==> config.mk <==
export PLATFORM = sky130hd
export DESIGN_NAME = nsth_ctrl
export DESIGN_NICKNAME = d
export VERILOG_FILES = /design/src/nsth_pkg.sv /design/src/nsth_ctrl.sv
export SDC_FILE = /design/constraint.sdc
export NUM_CORES = 1
export LEC_CHECK = 0
export BUFFER_PORTS_ARGS = -buffer_cell sky130_fd_sc_hd__buf_2
export CORE_MARGIN = 2
export CORE_UTILIZATION = 44
export DETAILED_ROUTE_END_ITERATION = 8
export PLACE_DENSITY = 0.84
export SYNTH_ARGS = -nofsm -noshare
export SYNTH_HDL_FRONTEND = slang
export SYNTH_SLANG_ARGS = --single-unit
==> constraint.sdc <==
create_clock -name clock -period 2 [get_ports clock]
set_clock_uncertainty 0.15 [all_clocks]
set_input_delay 0.1 -clock clock [delete_from_list [all_inputs] [get_ports clock]]
set_output_delay 0.1 -clock clock [all_outputs]
set_load 0.005 [all_outputs]
==> src/nsth_pkg.sv <==
// Shared constants, codes and controller/datapath interface types for the named slot table.
package nsth_pkg;

   // Capacities
   localparam int SLOT_COUNT   = 64;
   localparam int BUCKET_COUNT = 128;
   localparam int NAME_BYTES   = 8;

   // Derived widths
   localparam int SLOT_AW  = $clog2(SLOT_COUNT);
   localparam int LINK_W   = SLOT_AW + 1;
   localparam int BKT_AW   = $clog2(BUCKET_COUNT);
   localparam int KIND_W   = 2;
   localparam int BKT_W    = KIND_W + SLOT_AW;
   localparam int NAME_W   = 8 * NAME_BYTES;
   localparam int BIDX_W   = (NAME_BYTES > 1) ? $clog2(NAME_BYTES) : 1;
   localparam int BCNT_W   = $clog2(NAME_BYTES + 1);
   localparam int GEN_W    = 16;
   localparam int HASH_W   = 32;
   localparam int MODE_W   = 2;
   localparam int STATUS_W = 2;

   // Stream packing
   localparam int REQ_FIELDS_W = NAME_W + SLOT_AW + GEN_W;
   localparam int REQ_TDATA_W  = ((REQ_FIELDS_W + 7) / 8) * 8;
   localparam int REQ_TUSER_W  = MODE_W + 1;
   localparam int RSP_FIELDS_W = SLOT_AW + GEN_W;
   localparam int RSP_TDATA_W  = ((RSP_FIELDS_W + 7) / 8) * 8;
   localparam int RSP_TUSER_W  = STATUS_W;

   // FNV-1a hash constants
   localparam logic [HASH_W-1:0] FNV_BASIS = 32'h811C_9DC5;
   localparam logic [HASH_W-1:0] FNV_PRIME = 32'h0100_0193;

   typedef enum logic [MODE_W-1:0] {
      MODE_REG     = 2'd0,
      MODE_UNREG   = 2'd1,
      MODE_LOOKUP  = 2'd2,
      MODE_RESOLVE = 2'd3
   } mode_type;

   typedef enum logic [STATUS_W-1:0] {
      ST_OK        = 2'd0,
      ST_NOT_FOUND = 2'd1,
      ST_NO_SPACE  = 2'd2,
      ST_BAD       = 2'd3
   } status_type;

   typedef enum logic [KIND_W-1:0] {
      BK_EMPTY = 2'd0,
      BK_TOMB  = 2'd1,
      BK_LIVE  = 2'd2
   } kind_type;

   // Address source for slot store reads
   typedef enum logic [1:0] {
      SEL_SIDX   = 2'd0,
      SEL_HEAD   = 2'd1,
      SEL_BUCKET = 2'd2
   } slot_sel_type;

   // Generation source for a result
   typedef enum logic [1:0] {
      RES_ZERO    = 2'd0,
      RES_GEN     = 2'd1,
      RES_GEN_INC = 2'd2
   } res_src_type;

   typedef struct packed {
      logic         capture;
      logic         hash_step;
      logic         slot_rd;
      slot_sel_type slot_sel;
      logic         probe_init;
      logic         probe_next;
      logic         bucket_rd;
      logic         bucket_tomb;
      logic         reg_commit;
      logic         unreg_commit;
      logic         res_set;
      status_type   res_status;
      res_src_type  res_src;
      logic         rsp_load;
   } cmd_type;

   typedef struct packed {
      mode_type mode;
      logic     token;
      logic     hash_done;
      logic     head_none;
      logic     sidx_in_use;
      logic     name_match;
      logic     gen_match;
      kind_type bkt_kind;
      logic     bkt_slot_is_sidx;
      logic     bkt_slot_in_use;
      logic     probe_last;
   } sts_type;

endpackage

==> src/nsth_ctrl.sv <==
// Controller: sequences hashing, slot checks, bucket probing and result hand-off.
module nsth_ctrl (
   input  logic              clock,
   input  logic              reset,
   input  logic              req_tvalid,
   output logic              req_tready,
   output logic              rsp_tvalid,
   input  logic              rsp_tready,
   input  nsth_pkg::sts_type sts,
   output nsth_pkg::cmd_type cmd
);
   import nsth_pkg::*;

   typedef enum logic [3:0] {
      S_IDLE,
      S_HASH,
      S_CHECK,
      S_PROBE_RD,
      S_PROBE_EV,
      S_NAME_EV,
      S_REG_FIN,
      S_UNREG_FIN,
      S_DONE
   } state_type;

   state_type state_ff;
   state_type state_in;
   logic      rsp_valid_ff;
   logic      rsp_valid_in;
   logic      lookup_path;

   assign lookup_path = (sts.mode == MODE_LOOKUP) ||
                        ((sts.mode == MODE_RESOLVE) && !sts.token);

   // Finish a request with the given status and generation source
   function automatic cmd_type finish(cmd_type c, status_type st, res_src_type src);
      cmd_type r;
      r            = c;
      r.res_set    = 1'b1;
      r.res_status = st;
      r.res_src    = src;
      return r;
   endfunction

   // Next state and commands
   always_comb begin
      cmd          = '0;
      cmd.slot_sel = SEL_SIDX;
      state_in     = state_ff;
      rsp_valid_in = rsp_valid_ff && !rsp_tready;
      req_tready   = (state_ff == S_IDLE);

      case (state_ff)
         S_IDLE: begin
            if (req_tvalid) begin
               cmd.capture = 1'b1;
               state_in    = S_HASH;
            end
         end
         S_HASH: begin
            if (sts.hash_done) begin
               cmd.slot_rd  = 1'b1;
               cmd.slot_sel = SEL_SIDX;
               state_in     = S_CHECK;
            end else begin
               cmd.hash_step = 1'b1;
            end
         end
         S_CHECK: begin
            case (sts.mode)
               MODE_REG: begin
                  if (sts.head_none) begin
                     cmd      = finish(cmd, ST_NO_SPACE, RES_ZERO);
                     state_in = S_DONE;
                  end else begin
                     cmd.probe_init = 1'b1;
                     state_in       = S_PROBE_RD;
                  end
               end
               MODE_UNREG: begin
                  if (!sts.sidx_in_use || !sts.name_match) begin
                     cmd      = finish(cmd, ST_BAD, RES_ZERO);
                     state_in = S_DONE;
                  end else begin
                     cmd.probe_init = 1'b1;
                     state_in       = S_PROBE_RD;
                  end
               end
               default: begin
                  if (lookup_path) begin
                     cmd.probe_init = 1'b1;
                     state_in       = S_PROBE_RD;
                  end else if (!sts.sidx_in_use || !sts.gen_match || !sts.name_match) begin
                     cmd      = finish(cmd, ST_BAD, RES_ZERO);
                     state_in = S_DONE;
                  end else begin
                     cmd      = finish(cmd, ST_OK, RES_GEN);
                     state_in = S_DONE;
                  end
               end
            endcase
         end
         S_PROBE_RD: begin
            cmd.bucket_rd = 1'b1;
            state_in      = S_PROBE_EV;
         end
         S_PROBE_EV: begin
            case (sts.mode)
               MODE_REG: begin
                  if (sts.bkt_kind != BK_LIVE) begin
                     cmd.reg_commit = 1'b1;
                     cmd.slot_rd    = 1'b1;
                     cmd.slot_sel   = SEL_HEAD;
                     state_in       = S_REG_FIN;
                  end else if (sts.probe_last) begin
                     cmd      = finish(cmd, ST_NO_SPACE, RES_ZERO);
                     state_in = S_DONE;
                  end else begin
                     cmd.probe_next = 1'b1;
                     state_in       = S_PROBE_RD;
                  end
               end
               MODE_UNREG: begin
                  if (sts.bkt_kind == BK_EMPTY) begin
                     state_in = S_UNREG_FIN;
                  end else if ((sts.bkt_kind == BK_LIVE) && sts.bkt_slot_is_sidx) begin
                     cmd.bucket_tomb = 1'b1;
                     state_in        = S_UNREG_FIN;
                  end else if (sts.probe_last) begin
                     state_in = S_UNREG_FIN;
                  end else begin
                     cmd.probe_next = 1'b1;
                     state_in       = S_PROBE_RD;
                  end
               end
               default: begin
                  if (sts.bkt_kind == BK_EMPTY) begin
                     cmd      = finish(cmd, ST_NOT_FOUND, RES_ZERO);
                     state_in = S_DONE;
                  end else if ((sts.bkt_kind == BK_LIVE) && sts.bkt_slot_in_use) begin
                     cmd.slot_rd  = 1'b1;
                     cmd.slot_sel = SEL_BUCKET;
                     state_in     = S_NAME_EV;
                  end else if (sts.probe_last) begin
                     cmd      = finish(cmd, ST_NOT_FOUND, RES_ZERO);
                     state_in = S_DONE;
                  end else begin
                     cmd.probe_next = 1'b1;
                     state_in       = S_PROBE_RD;
                  end
               end
            endcase
         end
         S_NAME_EV: begin
            if (sts.name_match) begin
               cmd      = finish(cmd, ST_OK, RES_GEN);
               state_in = S_DONE;
            end else if (sts.probe_last) begin
               cmd      = finish(cmd, ST_NOT_FOUND, RES_ZERO);
               state_in = S_DONE;
            end else begin
               cmd.probe_next = 1'b1;
               state_in       = S_PROBE_RD;
            end
         end
         S_REG_FIN: begin
            cmd      = finish(cmd, ST_OK, RES_GEN);
            state_in = S_DONE;
         end
         S_UNREG_FIN: begin
            cmd.unreg_commit = 1'b1;
            cmd              = finish(cmd, ST_OK, RES_GEN_INC);
            state_in         = S_DONE;
         end
         S_DONE: begin
            // Hand the result to the output register once it is free
            if (!rsp_valid_ff || rsp_tready) begin
               cmd.rsp_load = 1'b1;
               rsp_valid_in = 1'b1;
               state_in     = S_IDLE;
            end
         end
         default: begin
            state_in = S_IDLE;
         end
      endcase
   end

   // Hold state and output valid
   always_ff @(posedge clock) begin
      if (reset) begin
         state_ff     <= S_IDLE;
         rsp_valid_ff <= 1'b0;
      end else begin
         state_ff     <= state_in;
         rsp_valid_ff <= rsp_valid_in;
      end
   end

   assign rsp_tvalid = rsp_valid_ff;

endmodule

==> reports/metrics.sh, run 1 <==
WORST-SLEW-PIN-TRANSITION_PS=590
DRT.ANTENNA.VIOLATING_NETS=0
REG2REG_DEPTH=4
INSERTION_DELAY_PS=250
FINAL_NETS=151
GP_CONGESTION=0.939
DESIGN.CORE.AREA_UM2=1510
RESIDUAL_DRC=0
POWERDENSITY_nW_PER_UM2=484
SETUP.WORST_PATH.END_CLASS='output port'
CLOCK_TREE.ROOT_CELL='sky130_fd_sc_hd__clkbuf_4'
VDD_IR_DROP_MAX_uV=267
DRT-TOTAL-WL_MM=2.01
FINALINSTANCEAREA_UM2=935
POST_SYNTH.CELL_AREA_AVG_UM2=7.13
ROWS=14
FINAL-HOLD-VIOLATION-COUNT=0
SLEW_VIOL_FINAL=0
GRT_MAX_DEGREE=14
CRIT_PATH_MAX_FO=10
POST_PLACEMENT_CELL_AREA_UM2=866
CTS_TREE='yes'
CLOCK_SINK_COUNT=5
DIE_HEIGHT_UM=44.0
LAYOUT_MIN_CYCLE_TIME_PS=1900
PRE_CTS_SLACK_PS=118
RUN_STATUS='completed'
SETUP.WORST_PATH.START_CLASS='register'
FINAL-SETUP-VIOL-COUNT=0
TIMING.MAX_SLEW.REL_SLACK_PCT=60.3
REQUIRED_PS=1750
DETAILEDROUTE.FIRSTITERATIONVIOLATIONS=17
AREA_OF_THE_MAPPED_NETLIST_UM2=706
DIE-AREA_UM2=1940
ANTENNA_CELLS_INSERTED=0
HOLD_START='rsp_tready'
DRV.MAX_CAP_VIOLATION_COUNT=0
START_UTIL_PCT=46.8
SYNTH_CELL_TYPES=40
HOLDPATHEND='rsp_tvalid'
GRT_PASS1_WL_MM=3.19
TIMING.RR.END='state_ff[0]'
LAYOUT.CELLS.MOST_COMMON='sky130_fd_sc_hd__buf_2'
TIMING.FINAL.CRIT_SHARE_PCT=94.8
REG2REG_SETUP_SLACK_PS=210
SYNTH.YOSYS.SEQ_AREA_SHARE_PCT=14.2
MAX_FREQ_MHz=527
POWER.STATIC_LEAKAGE_nW=0.432
VIAS=895
ROUTE.DETAILED.VIAS_PER_INST=6.01
DETAILED_PLACE_HPWL_MM=1.54
SYNTHESIZED_NETLIST_NET_COUNT=116
MAX-CLOCK-PATH-BUFFERS=2
DETAILEDROUTE.FIRSTPASSITERATIONCOUNT=5
SYNTHCELLS=99
CP_DATA_ARRIVAL_TIME_PS=1650
GRT_OVERFLOW=0
POST_ROUTE_CELLS_DRIVE_ABOVE_1_SHARE_PCT=41.4
CRIT_TYPE='reg2out'
SETUP.WORST_PATH.START='state_ff[3]'
TIMING.CRITICAL_PATH.CELLS='nand2b_4 -> or3_4 -> a2111oi_2 -> or3_1 -> buf_2'
CTS_BUFFERS=3
DIE_W_UM=44.0
CPMAXSTAGEDELAYCELL='sky130_fd_sc_hd__dfxtp_2'
TOP_LEVEL_PORTS=36
ROUTED_WIRE_LENGTH_PER_INSTANCE_UM=13.5
HTREEDEPTH=1
YS_SEQ_ELEMENTS=5
OVERALL_TRACK_DEMAND_OVER_CAPACITY_IN_GLOBAL_ROUTING_PCT=22.1
TIMING.HOLD.WORST.CLASS='in2reg'
AREA_GROWTH_SYN_TO_LAYOUT_PCT=32.4
LAYOUT_SETUP_WS_PS=103
BUFFER_PORTS.INSERTED=35
CTS.REPORTEDPATHS.CLKPINSLEW_PS=40
MOSTFREQUENTLAYOUTCELLS='sky130_fd_sc_hd__buf_2, sky130_fd_sc_hd__nand2_1, sky130_fd_sc_hd__nand2b_1, sky130_fd_sc_hd__nor2_1'
YOSYSWARNINGCOUNT=0
CRITICAL-PATH-MAX-STAGE-DELAY_PS=380
ORIGIN_OF_THE_CRITICAL_FLOP_TO_FLOP_PATH='state_ff[0]'
INITIAL_ANTENNA_VIOLATION_COUNT=0
VIAS_IN_THE_FIRST_GLOBAL_ROUTE=771
WORST_HOLD_PATH.NUM_CELLS=3
==> worst max-delay path, delay by kind of cell (launching register included) <==
kind / cells / cell delay, ps
AO/OA/AOI/OAI: 1 / 210
AND/OR/NAND/NOR: 3 / 710
flip-flops: 1 / 380
buffers and inverters: 1 / 100
==> cell type report <==
class	count	area [um2]
repair buffers	38	200
multi-input cells	83	572
flip-flops and latches	5	105
clock buffers	4	26.3
fillers	135	572
well taps	16	20.0
inverters	3	11.3
==> Yosys cell counts (all sizes together) <==
| cell | instances | area share, % |
|---|---|---|
| o221ai | 1 | 1.2 |
| o31a | 1 | 1.2 |
| and3 | 3 | 2.7 |
| buf | 5 | 5.5 |
| inv | 3 | 1.6 |
| o21a | 1 | 1.1 |
| nand2 | 8 | 4.3 |
| a2111oi | 2 | 3.4 |
| nor2b | 5 | 4.4 |
| a21oi | 4 | 2.8 |
| or4 | 1 | 1.1 |
| or3 | 5 | 4.4 |
| o32a | 2 | 2.8 |
| o311a | 1 | 1.4 |
| a22oi | 1 | 1.1 |
| nor4b | 2 | 4.3 |
| and2 | 2 | 1.8 |
| nor4 | 2 | 2.7 |
| or4b | 1 | 1.9 |
| nand3 | 2 | 1.4 |
| o21ai | 2 | 1.4 |
| nor3 | 6 | 5.0 |
| clkbuf | 3 | 1.6 |
| o22ai | 2 | 1.8 |
| o31ai | 1 | 1.1 |
| or2 | 1 | 0.89 |
| a31oi | 3 | 2.7 |
| nor2 | 9 | 5.9 |
| dfxtp | 5 | 14 |
| a21o | 2 | 2.1 |
| o211ai | 1 | 1.1 |
| nand3b | 2 | 2.1 |
| a31o | 1 | 1.2 |
| nand2b | 9 | 8.0 |
==> sequential cells by signal, summed over array words and instances, names as in the netlist <==
| signal | cells |
|---|---|
| state_ff | 4 |
| rsp_tvalid | 1 |
==> power by group <==
part	total, mW	switching, mW	leakage [nW]	internal [mW]
combinational	0.193	0.0988	0.374	0.0944
sequential	0.140	0.0285	0.0424	0.111
clock	0.119	0.0438	0.0150	0.0756
==> worst max-delay path by stage <==
stage,to,cells after the start
floorplan,state_ff[0],5
global placement,cmd[10],5
detailed placement,cmd[10],5
CTS,cmd[1],5
global route,cmd[10],5
finish,cmd[10],5
==> through the flow <==
stage	cells	power (mW)	util (%)	TNS, ps	hold slack [ps]
2_1_floorplan	99	0.260	-	0	19.1
3_3_place_gp	144	0.314	57.5	0	197
3_5_place_dp	144	0.320	57.5	0	195
4_1_cts	149	0.445	61.0	0	26.5
5_1_grt	149	0.487	62.0	-22.0	41.0
6_report	149	0.453	62.0	0	36.4
==> routing by layer <==
| layer | vias up | track usage, % | wire length (um) |
|---|---|---|---|
| li1 | 439 | - | - |
| met1 | 409 | 27.1 | 842 |
| met2 | 41 | 35.0 | 992 |
| met3 | 6 | 6.94 | 134 |
| met4 | 0 | 10.9 | 44 |
| met5 | - | 0 | 0 |
==> logic make-up after synthesis <==
logic type	Yosys count	synth area share, %
simple gates	58	50.7
compound gates	25	26.4
buf+inv	11	8.69
flops	5	14.2
==> what timing repair did <==
item | CTS | global route
hold endpoints to repair | 4 | 0
setup buffers | 0 | 0
pin swaps | 0 | 0
resized for setup | 6 | 4
endpoints found under the setup margin | 1 | 4
hold buffers | 1 | 0
Note: power is estimated with default switching activity, not from simulation.
==> inputs of run 2 (changes only) <==
--- a/config.mk
+++ b/config.mk
@@ -6,8 +6,10 @@
 export NUM_CORES = 1
 export LEC_CHECK = 0
 export BUFFER_PORTS_ARGS = -buffer_cell sky130_fd_sc_hd__buf_2
+export CELL_PAD_IN_SITES_DETAIL_PLACEMENT = 1
+export CELL_PAD_IN_SITES_GLOBAL_PLACEMENT = 1
 export CORE_MARGIN = 2
-export CORE_UTILIZATION = 44
+export CORE_UTILIZATION = 30
 export DETAILED_ROUTE_END_ITERATION = 8
 export PLACE_DENSITY = 0.84
 export SYNTH_ARGS = -nofsm -noshare
==> run 2 against run 1 <==
Against the previous run:
- via count decreased by 0.34%
- sequential cell count stayed put
- combinational power increased by 2%
- critical endpoint is now cmd[1]
- first-iteration DRC count shrank 29%
- clock power barely moved
==> reports/metrics.sh, run 2 (synthesis gave the netlist of run 1 again) <==
HTREEDEPTH=1  # unchanged
POWER.STATIC_LEAKAGE_nW=0.429  # -0.62%
CLOCK_TREE.ROOT_CELL='sky130_fd_sc_hd__clkbuf_4'
POWERDENSITY_nW_PER_UM2=479  # -1.0%
DIE_W_UM=52.5  # +19%
DETAILEDROUTE.FIRSTPASSITERATIONCOUNT=4  # -1
MOSTFREQUENTLAYOUTCELLS='sky130_fd_sc_hd__buf_2, sky130_fd_sc_hd__nand2_1, sky130_fd_sc_hd__nand2b_1, sky130_fd_sc_hd__nor2_1'
DRT-TOTAL-WL_MM=2.48  # +23%
MAX_FLOP_REGISTER='state_ff'
POST_ROUTE_CELLS_DRIVE_ABOVE_1_SHARE_PCT=41.7  # +0.31 points
MAX-CLOCK-PATH-BUFFERS=2  # unchanged
VDD_IR_DROP_MAX_uV=243  # -9.1%
GP_CONGESTION=0.832  # -11%
BUFFER_PORTS.INSERTED=35  # unchanged
FINAL_NETS=150  # -0.66%
DETAILEDROUTE.FIRSTITERATIONVIOLATIONS=12  # -5
TOPROUTINGLAYERUSED='met4'
SLEW_VIOL_FINAL=0  # unchanged
DESIGN.CORE.AREA_UM2=2210  # +47%
RESIDUAL_DRC=0  # unchanged
ANTENNA_CELLS_INSERTED=0  # unchanged
CTS.REPORTEDPATHS.CLKPINSLEW_PS=50  # about the same
FINAL_LAYOUT_SETUP_TOTAL_NEGATIVE_SLACK_PS=0  # unchanged
DRT.ANTENNA.VIOLATING_NETS=0  # unchanged
INSERTION_DELAY_PS=240  # about the same
DIE-AREA_UM2=2760  # +42%
SETUP.WORST_PATH.END_CLASS='output port'
ROUTED_WIRE_LENGTH_PER_INSTANCE_UM=15.5  # +15%
REQUIRED_PS=1750  # about the same
VIAS_IN_THE_FIRST_GLOBAL_ROUTE=826  # +7.1%
VIAS=892  # -0.34%
WORST-SLEW-PIN-TRANSITION_PS=608  # +18.5 ps
TIMING.FINAL.CRIT_SHARE_PCT=95.2  # +0.40 points
ROUTED-WL-MET3_UM=96  # -28%
LARGEST_REG_FLOPS=4  # unchanged
MAX_FREQ_MHz=525  # -0.42%
RSZ_0062_RAISED_AFTER_GLOBAL_ROUTING='false'
CTS_TREE='yes'
RUN_STATUS='completed'
GRT_PASS1_WL_MM=3.59  # +12%
TOP_LEVEL_PORTS=36  # unchanged
TIMING.HOLD.WORST.CLASS='in2reg'
OVERALL_TRACK_DEMAND_OVER_CAPACITY_IN_GLOBAL_ROUTING_PCT=17.0  # -5.1 points
GRT_MAX_DEGREE=14  # unchanged
FINAL-HOLD-VIOLATION-COUNT=0  # unchanged
FINAL-SETUP-VIOL-COUNT=0  # unchanged
ROUTE.DETAILED.VIAS_PER_INST=5.58  # -7.2%
CP_DATA_ARRIVAL_TIME_PS=1650  # about the same
ROUTED_MET2_LENGTH_MM=1.25  # +26%
CLOCK_SINK_COUNT=5  # unchanged
CTS_BUFFERS=3  # unchanged
CRIT_PATH_MAX_FO=10  # unchanged
CRIT_TYPE='reg2out'
ROUTE.LAYER.MET1.WL_MM=1.09  # +30%
DETAILED_PLACE_HPWL_MM=1.84  # +20%
ROWS=17  # +3
TIMING.MAX_SLEW.REL_SLACK_PCT=59.1  # -1.2 points
INITIAL_ANTENNA_VIOLATION_COUNT=0  # unchanged
DIE_HEIGHT_UM=52.5  # +19%
LAYOUT.CELLS.MOST_COMMON='sky130_fd_sc_hd__buf_2'
LAYOUT_SETUP_WS_PS=95.4  # -7.96 ps
DRV.MAX_CAP_VIOLATION_COUNT=0  # unchanged
START_UTIL_PCT=31.9  # -15 points
SETUP.WORST_PATH.START_CLASS='register'
AREA_GROWTH_SYN_TO_LAYOUT_PCT=33.7
LAYOUT_MIN_CYCLE_TIME_PS=1900  # +7.96 ps
GRT_OVERFLOW=0  # unchanged
PRE_CTS_SLACK_PS=136  # +18.1 ps
run 2: changes by cell type in the layout (fill, tap and decap cells not counted), sizes merged:
cell,delta
buf,-1
clkbuf,-1
clkinv,+1
run 2: through the flow:
stage / utilization [%] / area, um2 / std cells / hold WS, ps / total power, mW
floorplan: - / 706 / 99 / 19.1 / 0.260
global placement: 39.5 / 873 / 155 / 200 / 0.315
detailed placement: 39.5 / 873 / 155 / 208 / 0.324
CTS: 41.6 / 921 / 160 / 71.0 / 0.446
global route: 42.6 / 943 / 160 / 77.2 / 0.491
finish: 42.6 / 943 / 160 / 82.5 / 0.452
run 2: final timing paths:
check         startpoint           to  slack [ps]  cells past startpoint
min           rsp_tready   rsp_tvalid          80                      3
max reg2reg  state_ff[0]  state_ff[0]         220                      4
min reg2reg   rsp_tvalid   rsp_tvalid         420                      2
max          state_ff[0]       cmd[1]         100                      5
run 2: timing repair:
item | 4_1_cts | 5_1_grt
setup buffers | 0 | 0
hold endpoints to repair | 4 | 0
setup endpoints to repair | 2 | 5
hold buffers | 1 | 0
resized for setup | 4 | 6
pin swaps | 0 | 0
run 2: final cells by class:
cell class	count	area, um2
clock inverter	1	5.00
multi-input combinational	83	572
timing repair buffer	37	193
tap	28	35.0
inverter	3	11.3
sequential	5	105
fill	308	1270
clock buffer	3	22.5
run 2: metal layers:
layer  track usage (%)  vias to the layer above
li1                  -                      434
met1              21.2                      419
met2              30.0                       34
met3              1.14                        5
met4              6.84                        0
met5                 0                        -
run 2: worst max-delay path, cell delays in order (launching register included):
cell	delay, ps
sky130_fd_sc_hd__dfxtp_2	380
sky130_fd_sc_hd__nand2b_1	180
sky130_fd_sc_hd__or3_1	390
sky130_fd_sc_hd__nor3_1	200
sky130_fd_sc_hd__a31o_1	150
sky130_fd_sc_hd__buf_2	100
run 2: power by group:
part | internal, mW | switching, mW | total (mW)
logic | 0.0928 | 0.104 | 0.197
registers | 0.111 | 0.0279 | 0.139
clock network | 0.0725 | 0.0438 | 0.116
==> inputs of run 3 (changes only) <==
==> config.mk (replaced) <==
export PLATFORM = sky130hd
export DESIGN_NAME = nsth_ctrl
export DESIGN_NICKNAME = d
export VERILOG_FILES = /design/src/nsth_pkg.sv /design/src/nsth_ctrl.sv
export SDC_FILE = /design/constraint.sdc
export NUM_CORES = 1
export LEC_CHECK = 0
export CELL_PAD_IN_SITES_DETAIL_PLACEMENT = 1
export CELL_PAD_IN_SITES_GLOBAL_PLACEMENT = 1
export CORE_MARGIN = 2
export CORE_UTILIZATION = 41
export DETAILED_ROUTE_END_ITERATION = 8
export DONT_BUFFER_PORTS = 1
export PLACE_DENSITY = 0.82
export SYNTH_ARGS = -nofsm -noshare
export SYNTH_HDL_FRONTEND = slang
export SYNTH_SLANG_ARGS = --single-unit
==> run 3 against run 2 <==
Against the previous run:
- global-route usage is 7.5 points higher
- clock power rose by 10%
- critical endpoint is now cmd[10]
- cell count decreased by 25%
- sequential cell count is the same
- sequential share of layout area is 1.7 points higher
- total power is 4.5% lower
==> reports/metrics.sh, run 3 (synthesis gave the netlist of run 1 again) <==
DRT.ANTENNA.VIOLATING_NETS=0  # unchanged
CRIT_TYPE='reg2out'
CTS.REPORTEDPATHS.CLKPINSLEW_PS=50  # about the same
GRT_MAX_DEGREE=14  # unchanged
DIE_HEIGHT_UM=45.5  # -13%
MAX-CLOCK-PATH-BUFFERS=2  # unchanged
SETUP.WORST_PATH.END_CLASS='output port'
POST_ROUTE_CELLS_DRIVE_ABOVE_1_SHARE_PCT=20.2  # -21 points
REG2REG_SETUP_SLACK_PS=210  # about the same
POSTCTSSETUPBUFFERS=0  # unchanged
WORSTPATHBUFFERINVERTERCOUNT=0  # -1
CTS_BUFFERS=3  # unchanged
CRIT_PATH_MAX_FO=10  # unchanged
ROUTED_WIRE_LENGTH_PER_INSTANCE_UM=18.3  # +18%
CTS_TREE='yes'
TIMING.CRITICAL_PATH.MAX_DELAY_FAMILY='simple AND/OR/NAND/NOR gates'
VDD_IR_DROP_MAX_uV=275  # +13%
INITIAL_ANTENNA_VIOLATION_COUNT=0  # unchanged
WORSTSETUPENDPOINT='cmd[10]'
ANTENNA_CELLS_INSERTED=0  # unchanged
TIMING.HOLD.WORST.CLASS='in2reg'
DIE-AREA_UM2=2070  # -25%
VIAS=783  # -12%
TIMING.RR.END='state_ff[0]'
PATH_DEPTH=4  # -1
VIAS_IN_THE_FIRST_GLOBAL_ROUTE=787  # -4.7%
AREA_GROWTH_SYN_TO_LAYOUT_PCT=14.5
DETAILEDROUTE.FIRSTPASSITERATIONCOUNT=3  # -1
FINAL_LAYOUT_SETUP_TOTAL_NEGATIVE_SLACK_PS=0  # unchanged
CRITICAL-PATH-MAX-STAGE-DELAY_PS=380  # about the same
ORIGIN_OF_THE_CRITICAL_FLOP_TO_FLOP_PATH='state_ff[0]'
RUN_STATUS='completed'
INSERTION_DELAY_PS=260  # +20 ps
SETUP.WORST_PATH.START_CLASS='register'
FINAL-SETUP-VIOL-COUNT=0  # unchanged
LAYOUT_MIN_CYCLE_TIME_PS=1890  # -12.5 ps
DRV.MAX_CAP_VIOLATION_COUNT=0  # unchanged
CLOCK_TREE.ROOT_CELL='sky130_fd_sc_hd__clkbuf_4'
GRT_PASS1_WL_MM=3.62  # +0.95%
DIE_W_UM=45.5  # -13%
REG2REG_DEPTH=4  # unchanged
TOP_LEVEL_PORTS=36  # unchanged
SLEW_VIOL_FINAL=0  # unchanged
WORST-SLEW-PIN-TRANSITION_PS=405  # -203 ps
POWER.STATIC_LEAKAGE_nW=0.292  # -32%
REQUIRED_PS=1750  # about the same
PRE_CTS_SLACK_PS=149  # +12.1 ps
TIMING.CRITICAL_PATH.CELLS='nand2b_2 -> or3_4 -> a2111oi_2 -> or3_1'
MAX_FREQ_MHz=529  # +0.66%
MAX_FLOP_REGISTER='state_ff'
FINAL_NETS=122  # -19%
DESIGN.CORE.AREA_UM2=1560  # -30%
MOSTFREQUENTLAYOUTCELLS='sky130_fd_sc_hd__nand2_1, sky130_fd_sc_hd__nand2b_1, sky130_fd_sc_hd__nor2_1'
GP_CONGESTION=0.859  # +3.2%
CP_DATA_ARRIVAL_TIME_PS=1640  # about the same
DRT-TOTAL-WL_MM=2.20  # -11%
GRT_OVERFLOW=0  # unchanged
POWERDENSITY_nW_PER_UM2=534  # +11%
LARGEST_REG_FLOPS=4  # unchanged
HTREEDEPTH=1  # unchanged
DETAILED_PLACE_HPWL_MM=1.66  # -9.8%
START_UTIL_PCT=45.3  # +13 points
FINAL-HOLD-VIOLATION-COUNT=0  # unchanged
ROWS=14  # -3
RESIDUAL_DRC=0  # unchanged
SETUP.WORST_PATH.START='state_ff[3]'
OVERALL_TRACK_DEMAND_OVER_CAPACITY_IN_GLOBAL_ROUTING_PCT=24.6  # +7.5 points
RSZ_0062_RAISED_AFTER_GLOBAL_ROUTING='true'
LAYOUT_SETUP_WS_PS=108  # +12.5 ps
ROUTE.DETAILED.VIAS_PER_INST=6.53  # +17%
TIMING.MAX_SLEW.REL_SLACK_PCT=72.8  # +14 points
CLOCK_SINK_COUNT=5  # unchanged
CPMAXSTAGEDELAYCELL='sky130_fd_sc_hd__dfxtp_2'
BUFFER_PORTS.INSERTED=0  # -100%
DETAILEDROUTE.FIRSTITERATIONVIOLATIONS=12  # unchanged
TIMING.FINAL.CRIT_SHARE_PCT=94.6  # -0.63 points
[run 3: area by class of cell]
class,instances,area (um2)
fillers,196,751
multi-input cells,83,567
flip-flops and latches,5,104
repair buffers,9,80.1
clock buffers,4,26.3
well taps,16,20.0
inverters,3,11.3
[run 3: worst reg2reg max path: cells and delay by family (launching register included)]
| kind | cells | cell delay (ps) |
|---|---|---|
| simple gates | 3 | 730 |
| compound gates | 1 | 340 |
| flops | 1 | 450 |
[run 3: per-layer routing]
layer | vias up | part of all wire (%) | wire length, um | GRT usage (%)
met5 | - | 0 | 0 | 0
met4 | 0 | 2.7 | 59 | 10.6
met3 | 6 | 4.8 | 106 | 7.14
met2 | 27 | 49 | 1070 | 40.0
met1 | 374 | 44 | 963 | 29.7
li1 | 376 | - | - | -
[run 3: how the worst min path moves through the flow]
stage	startpoint	end	slack [ps]	cells after the start
after floorplan	reset	rsp_tvalid	20	1
after global placement	reset	rsp_tvalid	20	1
after detailed placement	reset	rsp_tvalid	20	1
after CTS	sts[12]	state_ff[2]	4	3
after global routing	sts[12]	state_ff[2]	10	3
final	sts[12]	state_ff[2]	10	3
[run 3: per-stage QoR]
| stage | hold slack, ps | util [%] | instance area [um2] | power (mW) | instances |
|---|---|---|---|---|---|
| final | 10.2 | 51.8 | 808 | 0.432 | 120 |
| after global placement | 21.3 | 45.3 | 706 | 0.281 | 111 |
| after floorplan | 19.1 | - | 706 | 0.260 | 99 |
| after global routing | 12.7 | 51.8 | 808 | 0.465 | 120 |
| after CTS | 3.94 | 50.5 | 787 | 0.427 | 120 |
| after detailed placement | 24.7 | 45.3 | 706 | 0.287 | 111 |
[run 3: power breakdown]
group / internal [mW] / switching (mW) / total [mW]
Clock: 0.0761 / 0.0518 / 0.128
Combinational: 0.0850 / 0.0859 / 0.171
Sequential: 0.111 / 0.0224 / 0.133
[run 3: what timing repair did]
action                                  4_1_cts  5_1_grt
endpoints found under the setup margin        1        2
hold endpoints to repair                      5        0
gates resized for setup                       3        5
hold buffers                                  5        0
